**src/hw/rtl/gmo_queue.sv**
```systemverilog
// Small item queue between the front and back parts.
module gmo_queue #(
  parameter int DW = 8,
  parameter int DEPTH = 4
) (
  input  logic clk,
  input  logic rst,
  input  logic push,
  input  logic [DW-1:0] din,
  input  logic pop,
  output logic [DW-1:0] dout,
  output logic not_empty,
  output logic [$clog2(DEPTH+1)-1:0] count
);
  localparam int PB = $clog2(DEPTH);

  logic [DW-1:0] slots [DEPTH];
  logic [PB-1:0] wp;
  logic [PB-1:0] rp;

  assign dout = slots[rp];
  assign not_empty = (count != '0);

  // Pointers wrap naturally, so DEPTH must be a power of two; the queue does not check this.
  always_ff @(posedge clk) begin
    if (rst) begin
      wp <= '0;
      rp <= '0;
      count <= '0;
    end else begin
      if (push) wp <= wp + PB'(1);
      if (pop) rp <= rp + PB'(1);
      if (push && !pop) count <= count + 1'b1;
      else if (!push && pop) count <= count - 1'b1;
    end
  end

  always_ff @(posedge clk) begin
    if (push) slots[wp] <= din;
  end
endmodule

```
**config.mk**
```make
export PLATFORM = sky130hd
export DESIGN_NAME = gmo_queue
export DESIGN_NICKNAME = d
export VERILOG_FILES = /design/src/hw/rtl/gmo_queue.sv
export SDC_FILE = /design/constraint.sdc
export NUM_CORES = 1
export LEC_CHECK = 0
export ABC_AREA = 0
export BUFFER_PORTS_ARGS = -buffer_cell sky130_fd_sc_hd__buf_2
export CAP_MARGIN = 20
export CORE_MARGIN = 2
export CORE_UTILIZATION = 36
export CTS_BUF_LIST = sky130_fd_sc_hd__clkbuf_8
export DETAILED_ROUTE_END_ITERATION = 10
export PLACE_DENSITY = 0.65
export REMOVE_ABC_BUFFERS = 1
export SYNTH_ARGS = -nofsm -noshare
export SYNTH_HDL_FRONTEND = slang
export SYNTH_SLANG_ARGS = --single-unit
```
**constraint.sdc**
```tcl
create_clock -name clk -period 2.05 [get_ports clk]
set_input_delay 0.41 -clock clk [delete_from_list [all_inputs] [get_ports clk]]
set_output_delay 0.41 -clock clk [all_outputs]
set_load 0.02 [all_outputs]
```
# ---- Yosys cells after proc, flatten, opt, wreduce, memory -nomap -nowiden
# Memories as Yosys holds them, arrays and structs flattened. A register that Yosys moved wholly into a read port is not among the register bits.
# Cells that the tools add are included.
dict set report op_classes {
  n_addsub 4
  n_mux 6
  n_reduce_logical 6
}
# cell n
set ops {}
lappend ops {{2-to-1 mux 3 bit} 2}
lappend ops {{adder 2 x 1 -> 2 bit, second input constant} 2}
lappend ops {{2-to-1 mux 2 bit} 2}
lappend ops {{adder 3 x 1 -> 3 bit, second input constant} 1}
lappend ops {{nonzero test 3 bit} 1}
lappend ops {{subtractor 3 x 1 -> 3 bit, second input constant} 1}
lappend ops {{logical AND 1 bit} 2}
lappend ops {{zero test 1 bit} 2}
lappend ops {{2-to-1 mux 1 bit} 2}
lappend ops {{nonzero test 2 bit} 1}
dict set report totals {
  output_inout_bits 12
  regBits 7
  memories 1
  inputBits 12
  mem_bits_rw 32
  elab_cells 20
}
# name depth word_bits rd rd_clocked_by_memory_dff wr line_no
set memory_table {}
lappend memory_table {slots 4 8 1 1 1 17} ;# logic [DW-1:0] slots [DEPTH];

# ---- Longest topological paths before layout
# Gate-level depths: netlist of run 1.
dict set report depth {
  word_depth 4
  mapped_depth 7
  depth_no_buf 7
}

# ---- Worst setup path after synthesis of run 1
# OpenSTA, ideal clock, no wires.
dict set report synth_timing {
  kind {input-to-reg}
  start {in pop}
  end {reg count[2]}
  cell_stages 7
  t_arrival_ns 1.581
  required_ns 1.980
  path_buffers 0
  setup_time_ns 0.070
  setup_slack_ns 0.399
  cell_sequence {inv_1 ha_1 inv_1 fa_1 xor2_1 or3_1 a21oi_1}
}
dict set report synth_via {
  elab_chain_cells 3
  elab_cells_between_ends 5
  cone_classes {mux (1); reduce/logical (4)}
}
# element line_no
set synth_lines {}
lappend synth_lines {{start: declaration} 10} ;# input logic pop,
lappend synth_lines {{zero test 1 bit} 33} ;# if (push && !pop) count <= count + 1'b1;
lappend synth_lines {{logical AND 1 bit} 33}
lappend synth_lines {{2-to-1 mux 3 bit or nonzero test 2 bit (tied branches)} n/a}
lappend synth_lines {{end signal: assignment} 33}
lappend synth_lines {{end signal: assignment} 34} ;# else if (!push && pop) count <= count - 1'b1;
lappend synth_lines {{end: declaration} 13} ;# output logic [$clog2(DEPTH+1)-1:0] count
# Several ways; a longest one is shown, not always the timed one.
# A chain may end at the register's enable or synchronous reset.

==> results of run 1 <==
[through the flow]
stage / cell area (um2) / cells
after floorplan: 1560 / 82
after global placement: 1750 / 158
after detailed placement: 1750 / 158
after CTS: 1830 / 165
after global routing: 1830 / 165
final: 1830 / 165
[logic make-up after synthesis]
family | Yosys count | synth area share [%]
adders and majority gates | 6 | 5.23
muxes | 10 | 12.7
and+or+nand+nor | 14 | 4.28
buffers and inverters | 7 | 2.22
xor gates and xnor gates | 5 | 2.77
DFF | 41 | 72.2
AOI/OAI and AO/OA | 2 | 0.633
[registers in the layout, summed over array words and instances (netlist names), named ones only]
register,flops
wp,2
count,3
rp,2
slots,32
[cells in the final DEF (no fill, tap or decap), drive strengths merged, types with 2 or more instances in the layout]
master	Yosys	routed
mux2i	2	2
xnor2	2	2
and2	4	4
inv	4	4
nor2	7	7
dfxtp	9	9
xor2	3	3
or3	2	2
clkbuf	2	5
mux4	8	8
ha	5	5
edfxtp	32	32
buf	1	24
[worst max-delay path, delay by kind of cell, from the launching register on]
kind                   cells  cell delay, ns
muxes                      1            0.53
buffers and inverters      2            0.38
DFF                        1            0.31
[layer usage]
layer | wire length, um | global-route usage [%] | vias up
met2 | 1230 | 18.7 | 23
met3 | 130 | 3.75 | 4
met1 | 995 | 13.3 | 377
met5 | 0 | 0 | -
li1 | - | - | 370
met4 | 21 | 4.49 | 0
[power breakdown]
group          total (W)  switching [W]  internal (W)
sequential      0.000979      0.0000296      0.000949
clock           0.000475       0.000247      0.000228
combinational   0.000246       0.000138      0.000107
total            0.00170       0.000415       0.00128
[synth_stat cells (all sizes together)]
library cell and count:
fa 1, nand2 1, o21ai 1, mux4 8, dfxtp 9, xnor2 2
nor2 7, xor2 3, or3 2, mux2i 2, edfxtp 32, inv 4
clkbuf 2, ha 5, buf 1, and2 4, a21oi 1
[path summary, 6_finish.rpt]
check                                to  depth (start not counted)                  start  slack [ns]
hold reg to reg   count[2]$_SDFFE_PP0P_                          2  count[2]$_SDFFE_PP0P_        0.51
setup reg to reg  count[2]$_SDFFE_PP0P_                          4  count[0]$_SDFFE_PP0P_        0.59
setup / recovery                dout[5]                          3                   flop        0.15
hold / removal    slots[2][7]$_DFFE_PP_                          1                 din[7]        0.34
[area by class of cell]
type / instances / share of cell area, %
Inverter: 4 / 0.821
Timing Repair Buffer: 24 / 6.71
Multi-Input combinational cell: 37 / 22.1
Tap cell: 52 / 3.56
Sequential cell: 41 / 62.4
Clock inverter: 2 / 0.616
Clock buffer: 5 / 3.76
==> key figures, run 1 <==
Clock tree
  • Longest Clk Path Bufs: 2
  • TritonCTS clock tree: built
  • Total CTS buffers: 5
  • Post-cts hold buffer count: 0
  • # resized after CTS: 0
  • CTS clock-pin slew for the worst setup and hold paths: 0.07 ns
  • Clk_lat worst skew: 0.28 ns
  • Clk sinks: 41
  • Setup bufs post-CTS: 0
  • CTS root buffer: clkbuf_8
  • H-tree levels: 2

Route
  • Vias per cell: 4.69
  • Post-route DRC violation count: 0
  • Drt initial violations: 91
  • Routed WL per cell: 14.4 um
  • Vias: 774
  • DR pass1 iterations: 2
  • Antenna viol nets, final: 0
  • Post-Route WL: 2380 um

STA
  • Fin Hold WS: 0.342 ns
  • Final WS setup: 0.147 ns
  • RSZ-0062 raised after global routing: no
  • Setup tns final: 0 ns
  • Final critical-path share of the clock period: 92.8%
  • Final hold violations: 0
  • Minimum clock period: 1.90 ns
  • Worst Tran Pin Value: 0.435 ns
  • Setup-failing EPs final: 0
  • FMAX: 0.526 GHz
  • Pins Over Slew Limit: 0
  • Max-Slew Margin vs Limit: 71.0%
  • Clk_skew: 0.00496 ns

Global route
  • Largest net degree at the start of global routing: 13
  • Initial antenna violation count: 0
  • GRT Util Overall: 11.2%
  • Vias in the first global route: 874
  • Aggregate global routing overflow: 0
  • First-pass GRT wire length: 4080 um

Floorplanning
  • IO Pins: 24
  • # rows: 24
  • Die Area: 4940 um2
  • Die width: 70.3 um
  • Initial Util: 36.8%
  • Height of the die: 70.3 um
  • Core area: 4290 um2

Cells and area
  • Multi-input gate area: 404 um2
  • Register Area: 1140 um2
  • Ant diodes: 0
  • Share of cells above drive strength 1: 33.6%
  • Post-layout util: 42.6%
  • Filler cells: 387
  • Layout area overhead: 15.7%
  • Layout Nets: 131

Yosys
  • Synthesized area per cell: 18.6 um2
  • Warnings, synthesis: 0
  • Syn Inst Count: 85
  • Share of the synthesized area in the top cell type: 60.8%
  • Leading cell types by total area after synthesis: edfxtp_1 61%, dfxtp_1 11%, mux4_2 11%
  • Synth area leader: edfxtp_1
  • Sequential area share after synthesis: 72.2%
  • Yosys reg bits: 41
  • Netlist cell types: 18
  • Synth Cell Area: 1580 um2

Worst setup path
  • CP startpoint kind: flop
  • Crit-path max FO: 8
  • Crit-path slowest cell: mux4_2
  • Critical path's largest stage delay: 0.53 ns
  • CP arrival: 1.49 ns
  • WS Path Type: reg -> out
  • CP Capture Type: output pin
  • Crit-path cells: buf_4, mux4_2, buf_2
  • CP required: 1.64 ns

Placement
  • Dpl hpwl: 1700 um
  • Pre-CTS WS: 0.176 ns
  • Port buffer count: 23
  • GPL Wtd Cong: 0.660

Run status
  • Run status: completed

Power
  • Max VDD drop: 448 uV
  • Cell Pwr Density: 930 nW/um2
  • LEAKAGE: 0.672 nW
  • Pwr Total: 0.00170 W

Flow run
  • Max capacitance violation total: 0

Hold path
  • HP Class: in -> reg
No activity file was read; power rests on OpenSTA's default activity.
==> inputs of run 2 (changes only) <==
Settings changed: REMOVE_ABC_BUFFERS 1 to default.
==> key figures, run 2 (synthesis results as in run 1) <==
Cells and area
  • Share of cells above drive strength 1: 35.1%
  • Leading cell type in the layout, fill and taps excluded: edfxtp_1
  • Filler cells: 397
  • Register Area: 1140 um2
  • Ant diodes: 0
  • Layout area overhead: 17.0%
  • Multi-input gate area: 404 um2
  • Largest regs: slots (32), count (3)
  • Most flops, register: slots
  • Max FFs per register: 32
  • Post-layout util: 43.1%
  • Layout Nets: 131
  • Most frequent cells in the layout: 32 x edfxtp_1, 23 x buf_2, 9 x dfxtp_1

STA
  • Setup-failing EPs final: 0
  • Setup tns final: 0 ns
  • RSZ-0062 raised after global routing: no
  • Worst Tran Pin Value: 0.442 ns
  • Pins Over Slew Limit: 0
  • Final critical-path share of the clock period: 93.4%
  • Fin Hold WS: 0.333 ns
  • Clk_skew: 0.00614 ns
  • Final WS setup: 0.135 ns
  • Final hold violations: 0
  • Max-Slew Margin vs Limit: 70.6%
  • Minimum clock period: 1.92 ns
  • FMAX: 0.522 GHz

Route
  • Routed WL per cell: 15.3 um
  • Post-Route WL: 2540 um
  • DR pass1 iterations: 4
  • Drt initial violations: 58
  • Vias: 775
  • Antenna viol nets, final: 0
  • Vias per cell: 4.67
  • Post-route DRC violation count: 0

Clock tree
  • Total CTS buffers: 5
  • Clk sinks: 41
  • Setup bufs post-CTS: 0
  • TritonCTS clock tree: built
  • # resized after CTS: 0
  • Clk_lat worst skew: 0.29 ns
  • Post-cts hold buffer count: 0
  • CTS root buffer: clkbuf_8
  • Longest Clk Path Bufs: 2
  • H-tree levels: 2
  • CTS clock-pin slew for the worst setup and hold paths: 0.08 ns

Worst setup path
  • CP Capture Type: output pin
  • Crit-path max FO: 8
  • CP required: 1.64 ns
  • WS Path Type: reg -> out
  • Reg2Reg Depth: 4
  • CP arrival: 1.51 ns
  • CP startpoint kind: flop

Floorplanning
  • Die width: 70.3 um
  • Core area: 4290 um2
  • IO Pins: 24
  • Height of the die: 70.3 um
  • Initial Util: 36.8%
  • # rows: 24
  • Die Area: 4940 um2

Placement
  • Port buffer count: 23
  • GPL Wtd Cong: 0.672
  • Pre-CTS WS: 0.143 ns
  • Dpl hpwl: 1850 um

Run status
  • Run status: completed

Power
  • Pwr Total: 0.00179 W
  • Max VDD drop: 309 uV
  • LEAKAGE: 0.688 nW
  • Cell Pwr Density: 967 nW/um2

Global route
  • GRT Util Overall: 12.3%
  • Initial antenna violation count: 0
  • Largest net degree at the start of global routing: 13
  • Vias in the first global route: 900
  • Aggregate global routing overflow: 0
  • First-pass GRT wire length: 4460 um

Hold path
  • HP Class: in -> reg
  • Hold path depth: 1

Flow run
  • Max capacitance violation total: 0

Yosys
  • Syn nets: 103
[run 2: metal layers]
metal / GRT usage, % / up-vias / routed length [um]
li1: - / 369 / -
met1: 13.5 / 381 / 974
met2: 21.0 / 21 / 1380
met3: 5.19 / 4 / 152
met4: 5.13 / 0 / 34
met5: 0 / - / 0
[run 2: where the power goes]
| part | leakage [nW] | switching, W | total, W | internal (W) |
|---|---|---|---|---|
| sequential | 0.368 | 0.0000309 | 0.000980 | 0.000949 |
| clock | 0.0542 | 0.000253 | 0.000557 | 0.000304 |
| combinational | 0.266 | 0.000142 | 0.000251 | 0.000109 |
[run 2: worst max-delay path: stages (launching register included)]
cell and delay [ns]:
dfxtp_1 0.31, buf_4 0.21, mux4_2 0.52, buf_2 0.17
[run 2: worst paths after layout]
check                              from                    end  slack [ns]
setup / recovery                   flop                dout[6]        0.13
hold / removal                   din[3]  slots[2][3]$_DFFE_PP_        0.33
setup reg to reg  count[0]$_SDFFE_PP0P_  count[2]$_SDFFE_PP0P_        0.56
hold reg to reg   count[2]$_SDFFE_PP0P_  count[2]$_SDFFE_PP0P_        0.54
[run 2: per-stage QoR]
stage          instance area, um2  std cells
2_1_floorplan                1580         85
3_3_place_gp                 1750        158
3_5_place_dp                 1750        158
4_1_cts                      1850        166
5_1_grt                      1850        166
6_report                     1850        166
[run 2: cell type report]
| type | count | area share [%] |
|---|---|---|
| Timing Repair Buffer | 24 | 6.63 |
| Tap cell | 52 | 3.52 |
| Clock buffer | 7 | 5.21 |
| Multi-Input combinational cell | 37 | 21.9 |
| Clock inverter | 1 | 0.271 |
| Inverter | 4 | 0.812 |
| Sequential cell | 41 | 61.7 |
==> inputs of run 3 (changes only) <==
Settings changed: REMOVE_ABC_BUFFERS from default to 1.
Clock period 2.05 ns to 2.2 ns, I/O delays scaled along.
==> key figures, run 3 (synthesis results as in run 1) <==
Cells and area
  • Share of cells above drive strength 1: 33.3%
  • Layout area overhead: 17.3%
  • Layout Nets: 131
  • Post-layout util: 43.2%
  • Largest regs: slots (32), count (3)
  • Ant diodes: 0
  • Leading cell type in the layout, fill and taps excluded: edfxtp_1
  • Max FFs per register: 32
  • Most flops, register: slots
  • Non-filler instance count after layout: 166
  • Most frequent cells in the layout: 32 x edfxtp_1, 23 x buf_2, 9 x dfxtp_1

STA
  • Clk_skew: 0.00871 ns
  • Final WS setup: 0.269 ns
  • Setup-failing EPs final: 0
  • Minimum clock period: 1.93 ns
  • Max-Slew Margin vs Limit: 69.1%
  • Final critical-path share of the clock period: 87.8%
  • RSZ-0062 raised after global routing: no
  • FMAX: 0.518 GHz
  • Setup tns final: 0 ns
  • Pins Over Slew Limit: 0
  • Worst Tran Pin Value: 0.464 ns
  • Final hold violations: 0

Power
  • Reg power frac: 53.4%
  • Combinational power share: 13.5%
  • Pwr Total: 0.00171 W
  • Switching power: 0.000394 W
  • Max VDD drop: 640 uV
  • Cell Pwr Density: 921 nW/um2
  • LEAKAGE: 0.691 nW
  • Clock group share of total power: 33.1%
  • Power Internal: 0.00131 W
  • Sw frac: 23.1%

Clock tree
  • Setup bufs post-CTS: 0
  • Post-cts hold buffer count: 0
  • TritonCTS clock tree: built
  • Clk_lat worst skew: 0.29 ns
  • Longest Clk Path Bufs: 2
  • CTS clock-pin slew for the worst setup and hold paths: 0.08 ns
  • # resized after CTS: 0
  • CTS root buffer: clkbuf_8
  • Clk sinks: 41
  • Total CTS buffers: 5
  • H-tree levels: 2

Floorplanning
  • Die Area: 4940 um2
  • Core area: 4290 um2
  • Height of the die: 70.3 um
  • # rows: 24
  • Initial Util: 36.8%
  • IO Pins: 24
  • Die width: 70.3 um

Run status
  • Run status: completed

Route
  • Post-Route WL: 2530 um
  • Antenna viol nets, final: 0
  • Post-route DRC violation count: 0
  • Drt initial violations: 53
  • Routed WL per cell: 15.2 um
  • Vias per cell: 4.73
  • DR pass1 iterations: 3
  • Vias: 785

Global route
  • Initial antenna violation count: 0
  • Met1 Usage GRT: 13.8%
  • Vias in the first global route: 851
  • Aggregate global routing overflow: 0
  • Met2 Use GR: 18.6%
  • Largest net degree at the start of global routing: 13
  • First-pass GRT wire length: 4170 um
  • Top Usage Layer GRT: met2
  • GRT Util Overall: 11.7%
  • Met3 Use GR: 5.77%

Worst setup path
  • CP arrival: 1.49 ns
  • Crit-path cells: buf_4, mux4_2, buf_2
  • CP startpoint kind: flop
  • CP required: 1.76 ns
  • WS Path Type: reg -> out
  • CP Capture Type: output pin
  • Crit-path max FO: 8
  • Critical path's largest stage delay: 0.52 ns
  • Crit-path slowest cell: mux4_2

Flow run
  • Max capacitance violation total: 0

Placement
  • Pre-CTS WS: 0.282 ns
  • GPL Wtd Cong: 0.647
  • Dpl hpwl: 1770 um
  • Post-Place Cells: 158
  • Port buffer count: 23

Hold path
  • HP Class: in -> reg
-- run 3: cell types whose count changed in the layout (fill, tap and decap cells not counted) --
cell       delta
clkbuf_8      -2
bufinv_16     +1
inv_1         +1
clkinv_2      -1
clkinv_1      +1
-- run 3: worst paths after layout --
check                        start               endpoint  slack [ns]  depth (start not counted)
max                           flop                dout[5]        0.27                          3
min                         din[7]  slots[2][7]$_DFFE_PP_        0.37                          1
max reg2reg  count[0]$_SDFFE_PP0P_  count[2]$_SDFFE_PP0P_        0.73                          4
min reg2reg  count[2]$_SDFFE_PP0P_  count[2]$_SDFFE_PP0P_        0.51                          2
-- run 3: final cells by class --
cell class              instances  area, um2
clock buffers                   5       68.8
clock inverters                 3       37.5
fillers                       392       2440
inverters                       4       15.0
multi-input cells              37        404
flip-flops and latches         41       1140
well taps                      52       65.1
repair buffers                 24        123
-- run 3: critical path, delay by kind of cell (launching register included) --
family   cells  cell delay (ns)
buf+inv      2             0.37
mux          1             0.52
flops        1             0.31
-- run 3: routing by layer --
metal / vias up / part of all wire (%)
met5: - / 0
met4: 0 / 1.4
met3: 6 / 6.8
met2: 24 / 50
met1: 384 / 42
li1: 371 / -
-- run 3: stage by stage --
step	hold WS, ns	instance area (um2)
after floorplan	0.485	1560
after global placement	0.479	1750
after detailed placement	0.500	1750
after CTS	0.355	1850
after global routing	0.350	1850
final	0.367	1850
-- run 3: power groups by stage --
stage	Sequential [W]	Combinational [W]	Clock (W)
after global placement	0.000927	0.000229	0
after floorplan	0.000941	0.000139	0
final	0.000912	0.000230	0.000566
after CTS	0.000914	0.000237	0.000585
after detailed placement	0.000931	0.000237	0
after global routing	0.000919	0.000254	0.000620
